### src/design/hbs_pkg.sv
// Package for the heightmap bilinear sampler: word types, register indexes, constants.
// No dependencies.
package hbs_pkg;
    localparam logic [2:0] REG_MAP_PRESENT  = 3'd0;
    localparam logic [2:0] REG_WORLD_WIDTH  = 3'd1;
    localparam logic [2:0] REG_WORLD_DEPTH  = 3'd2;
    localparam logic [2:0] REG_GRID_COLUMNS = 3'd3;
    localparam logic [2:0] REG_GRID_ROWS    = 3'd4;
    localparam logic       KIND_WRITE = 1'b0;
    localparam logic       KIND_QUERY = 1'b1;
    localparam int         QDIV_STEPS = 17;

    typedef struct packed {
        logic               kind;
        logic [15:0]        cell_index;
        logic signed [31:0] cell_height;
        logic signed [31:0] query_x;
        logic signed [31:0] query_z;
    } t_in_word;

    typedef struct packed {
        logic signed [31:0] height;
        logic               inside_res;
    } t_out_word;
endpackage

### src/design/hbs_div.sv
// Pipelined restoring divider: floor(mag * 65536 / den), one quotient bit per stage
// over QDIV_STEPS stages, with a flag when the quotient does not fit. Depends on hbs_pkg.
module hbs_div
    import hbs_pkg::*;
(
    input  logic        i_clk,
    input  logic        i_en,
    input  logic [31:0] i_mag,
    input  logic        i_neg,
    input  logic [30:0] i_den,
    output logic [16:0] o_quo,
    output logic        o_neg,
    output logic        o_big,
    output logic        o_inexact
);
    genvar g;
    generate
        for (g = 0; g < QDIV_STEPS; g++) begin : g_st
            logic [31:0] r_rem;
            logic [16:0] r_quo;
            logic        r_neg;
            logic        r_big;
            logic [31:0] n_part;
            logic [16:0] n_prev;
            logic        n_pneg;
            logic        n_pbig;
            logic [32:0] n_try;
            if (g == 0) begin : g_first
                // quotient fits 17 bits unless mag >= 2 * den
                assign n_part = i_mag;
                assign n_prev = '0;
                assign n_pneg = i_neg;
                assign n_pbig = (i_mag >= {i_den, 1'b0});
            end else begin : g_next
                assign n_part = {g_st[g-1].r_rem[30:0], 1'b0};
                assign n_prev = g_st[g-1].r_quo;
                assign n_pneg = g_st[g-1].r_neg;
                assign n_pbig = g_st[g-1].r_big;
            end
            assign n_try = {1'b0, n_part} - {2'b0, i_den};
            always_ff @(posedge i_clk) begin
                if (i_en) begin
                    r_rem <= n_try[32] ? n_part : n_try[31:0];
                    r_quo <= {n_prev[15:0], ~n_try[32]};
                    r_neg <= n_pneg;
                    r_big <= n_pbig;
                end
            end
        end
    endgenerate

    assign o_quo     = g_st[QDIV_STEPS-1].r_quo;
    assign o_neg     = g_st[QDIV_STEPS-1].r_neg;
    assign o_big     = g_st[QDIV_STEPS-1].r_big;
    assign o_inexact = (g_st[QDIV_STEPS-1].r_rem != '0);
endmodule

### config.mk
export PLATFORM = sky130hd
export DESIGN_NAME = hbs_div
export DESIGN_NICKNAME = d
export VERILOG_FILES = /design/src/design/hbs_pkg.sv /design/src/design/hbs_div.sv
export SDC_FILE = /design/constraint.sdc
export NUM_CORES = 2
export LEC_CHECK = 0
export BUFFER_PORTS_ARGS = -buffer_cell sky130_fd_sc_hd__buf_2
export CORE_ASPECT_RATIO = 1.1
export CORE_UTILIZATION = 35
export CTS_CLUSTER_SIZE = 16
export DETAILED_ROUTE_END_ITERATION = 12
export PLACE_DENSITY = 0.58
export SETUP_SLACK_MARGIN = 0.3
export SLEW_MARGIN = 5
export SYNTH_ARGS = -nofsm -noshare
export SYNTH_HDL_FRONTEND = slang
export SYNTH_SLANG_ARGS = --single-unit
### constraint.sdc
create_clock -name i_clk -period 10.08 [get_ports i_clk]
set_input_delay 1.512 -clock i_clk [delete_from_list [all_inputs] [get_ports i_clk]]
set_output_delay 1.512 -clock i_clk [all_outputs]
set_load 0.02 [all_outputs]
# [Yosys cells after proc, flatten, opt, wreduce, memory -nomap -nowiden]
# Index checks and enable logic that the tools add are counted.
[totals] input_bits=66 output_inout_bits=20 regBits=715 elab_cells=137
[classes] bitwise=17 addsub=17 magnitude_cmp=1 muxes=17 reduce_logical=1
[ops] operator="subtractor 32 x 31 -> 33 bit" n=17
[ops] operator="two-way mux 31 bit" n=16
[ops] operator="greater-or-equal comparator 32 bit" n=1
[ops] operator="two-way mux 32 bit" n=1
[ops] operator="nonzero test 32 bit" n=1
[ops] operator="NOT 1 bit" n=17

# [Depth between registers and ports, before layout]
[depth] depth_word=2 mapped_depth=17 mapped_depth_nobuf=13

# [Worst setup path after synthesis]
# No wires, ideal clock.
[synth_timing] path_type="in2reg" startpoint="input port i_den[0]" endpoint="register g_st[6].r_rem[10], data pin" n_path_buf=3 t_arrival_ns=5.814 cell_stages=15 setup_ns=0.262 slack_ns=4.004 path_cell_list="clkbuf_1 > clkbuf_1 > clkinv_1 > fa_1 > a211oi_1 > o21ai_1 > a21oi_2 > nor3_2 > o2111ai_2 > a211oi_1 > a221o_1 > o2111a_1 > a21oi_2 > buf_6 > mux2_1"
[synth_via] elab_chain_cells=2
[synth_lines] element="start: declaration" line_no="hbs_div.sv:10" rtl="input logic [30:0] i_den,"
[synth_lines] element="subtractor 32 x 31 -> 33 bit" line_no="hbs_div.sv:40" rtl="assign n_try = {1'b0, n_part} - {2'b0, i_den};"
[synth_lines] element="two-way mux 31 bit" line_no="hbs_div.sv:43" rtl="r_rem <= n_try[32] ? n_part : n_try[31:0];"
[synth_lines] element="end signal: assignment" line_no="hbs_div.sv:43"
[synth_lines] element="end: declaration" line_no="hbs_div.sv:19" rtl="logic [31:0] r_rem;"
# No other way between the ends.
# A chain may end at the register's enable or synchronous reset.

# [Worst setup path after layout]
[layout_timing] startpoint="input port i_den[0]" endpoint="register g_st[6].r_rem[16], data pin"
# The elaborated chain is that of the path after synthesis.

==> impl_metrics.ini <==
[drt]
drc = 0
vias = 39900
viasPerCell = 5.45
wire_per_inst_um = 18.1
drtPass1Iterations = 5
ant_nets = 0
drt_wl_total_um = 132000
drtIter0Drc = 2863

[power_and_ir_drop]
p_clk_share_pct = 16.7
comb_power_share_pct = 53.3
p_total_mw = 19.7
leakagePower_nw = 23.4
p_seq_share_pct = 29.9
p_sw_mw = 7.89
p_per_area_nw_per_um2 = 337
swShare_pct = 40.1
peakVddDrop_uv = 156
p_int_mw = 11.8

[sta]
worstMarginPinSlew_ns = 1.13
final_max_slew_viol_count = 0
period_minus_slack_ns = 5.97
maxSlewHeadroom_pct = 24.9
hold_viol = 0
setup_viol = 0
fmax_mhz = 167
period_share_pct = 59.2
fin_tns_setup_ns = 0
rsz0062_at_grt = false
worst_clock_skew_ns = 0.0428

[grt]
grt_util_all_layers_pct = 17.2
antenna_found_initial = 6
grt_pass1_wl_um = 209000
grt_overflow = 0
first_global_vias = 38400
grt_max_degree = 173

[synthesis]
yosys_register_bits = 715
synthArstFlopShare_pct = 0
synth_area_um2 = 52600
syn_inst = 5191
yosysTopAreaCell = edfxtp_1
yosysTopAreaCellShare_pct = 40.8
syn_nets = 5816
synthFlopType = edfxtp_1
ys_seq_area_share_pct = 40.8
yosysMostFrequentCell = edfxtp_1
synth_top_cells_by_area = edfxtp_1, ha_1, a21oi_1
ys_types = 94
synth_common_cells = edfxtp_1, a21oi_1, ha_1
syn_avg_cell_area_um2 = 10.1
ys.warnings.count = 0
synth_edf_count = 715

[floorplan]
die-area_um2 = 152000
coreArea_um2 = 149000
core.rowCount = 148
die_y_um = 409
initial_core_util_pct = 35.4
ioPinCount = 86
die_w_um = 372

[clocking]
post_cts_resized = 0
cts-root-buf = clkbuf_16
numClockSinks = 715
cts_tree = built
h-tree-depth = 3
worstSkewPairLatency_ns = 0.70
ctsHoldBuffers = 0
clockBufferDepth = 3
postCtsSetupRepairBufs = 0
clk_pin_slew_ns = 0.06
numCtsBuffers = 87

[worst_setup_path]
path_cells = buf_2 -> buf_4 -> clkinv_1 -> buf_4 -> fa_1 -> a211oi_1 -> o21ai_1 -> a21oi_2 -> nor3_2 -> o2111ai_2 -> a211oi_1 -> a221o_1 -> o2111a_1 -> a21oi_4 -> mux2_1
end_kind = register
r2r-start = g_st[5].r_rem[0]
critPathLaunchType = primary input
critPathRequiredTime_ns = 10.49
path_class = in2reg
timing.critical_path.from = i_den[0]
cpPeakStageDelay_ns = 0.80
crit_path_top_delay_cell = a21oi_4
cp_top_family = compound AO/OA/AOI/OAI gates
cp_max_fo = 31
cp_num_buf_inv = 4
worstPathArrival_ns = 6.38

[cells_and_area]
n_fill_cell = 14600
multi_input_area_um2 = 30000
seq_area_um2 = 21500
drive_gt1_share_pct = 7.27
n_antenna_cell = 0
area_growth_pct = 11.0
fin_nets = 5926

[placement]
gp_congestion = 0.849
port-buffer-count = 85
dp_hpwl_um = 90400

[worst_hold_path]
hp-class = reg2reg
min_from = g_st[15].r_quo[13]

[run]
max_cap_viol_count = 0

[run_status]
status = completed
-- power groups by stage --
stage               sequential [mW]  clock, mW  combinational (mW)
floorplan                      5.57          0                8.53
global placement               5.98          0                10.3
detailed placement             5.97          0                10.4
global route                   6.01       3.51                11.8
CTS                            5.92       3.42                10.5
finish                         5.90       3.30                10.5
-- stage by stage --
stage	util [%]	hold slack [ns]	cells	setup slack [ns]	area (um^2)
2_1_floorplan	-	0.400	5191	4.00	52600
3_3_place_gp	37.3	0.400	7162	3.49	55400
3_5_place_dp	37.3	0.405	7162	3.42	55400
4_1_cts	39.3	0.397	7317	4.11	58400
5_1_grt	39.3	0.406	7317	3.75	58400
6_report	39.3	0.411	7317	4.11	58400
-- final timing paths --
path / end / slack, ns / depth (start not counted)
max reg2reg: g_st[6].r_rem[16] / 5.73 / 11
min reg2reg: o_quo[14] / 0.41 / 0
max: g_st[6].r_rem[16] / 4.11 / 15
min: o_quo[14] / 0.41 / 0
-- sequential cells by signal, summed over array words and instances (netlist names), 10 cells and up --
name,flops
g_st.n_prev,10
g_st.r_big,15
g_st.r_neg,15
g_st.r_quo,126
g_st.r_rem,528
o_quo,17
-- layout make-up --
class                      count  share of cell area [%]
clock buffer                  98                    3.84
sequential                   715                    36.8
multi-input combinational   4188                    51.4
clock inverter                57                    1.23
tap                         1950                    4.18
timing repair buffer         132                    1.42
inverter                     177                    1.14
-- logic make-up (layout without fill, tap and decap cells) --
group	after synthesis	after routing	synth area share (%)
multiplexers	205	205	4.38
AO/OA/AOI/OAI	1706	1706	20.3
XOR/XNOR	433	433	7.21
buffers and inverters	288	464	2.20
flip-flops	715	715	40.8
adder cells (fa/ha/maj)	559	559	13.5
AND/OR/NAND/NOR	1285	1285	11.5
-- layout by cell type (no fill, tap or decap), types with 60 or more instances in the layout --
master / count
edfxtp_1: 715
a21oi_1: 665
ha_1: 542
nor2_1: 472
nand2_1: 303
xnor2_1: 290
a21o_1: 265
o21ai_0: 257
inv_1: 172
xor2_1: 143
mux2_1: 137
nand2b_1: 88
clkbuf_16: 88
nand3_1: 86
buf_2: 84
o21bai_1: 73
mux2_2: 65
o21a_1: 62
nor3_1: 60
-- per-layer routing --
layer / vias to the layer above / global-route usage (%) / wire length (um)
met3: 211 / 2.49 / 6170
li1: 19900 / - / -
met4: 0 / 5.11 / 3250
met1: 19000 / 21.8 / 58000
met2: 759 / 29.9 / 65000
met5: - / 0 / 0
(Power assumes the default switching activity.)
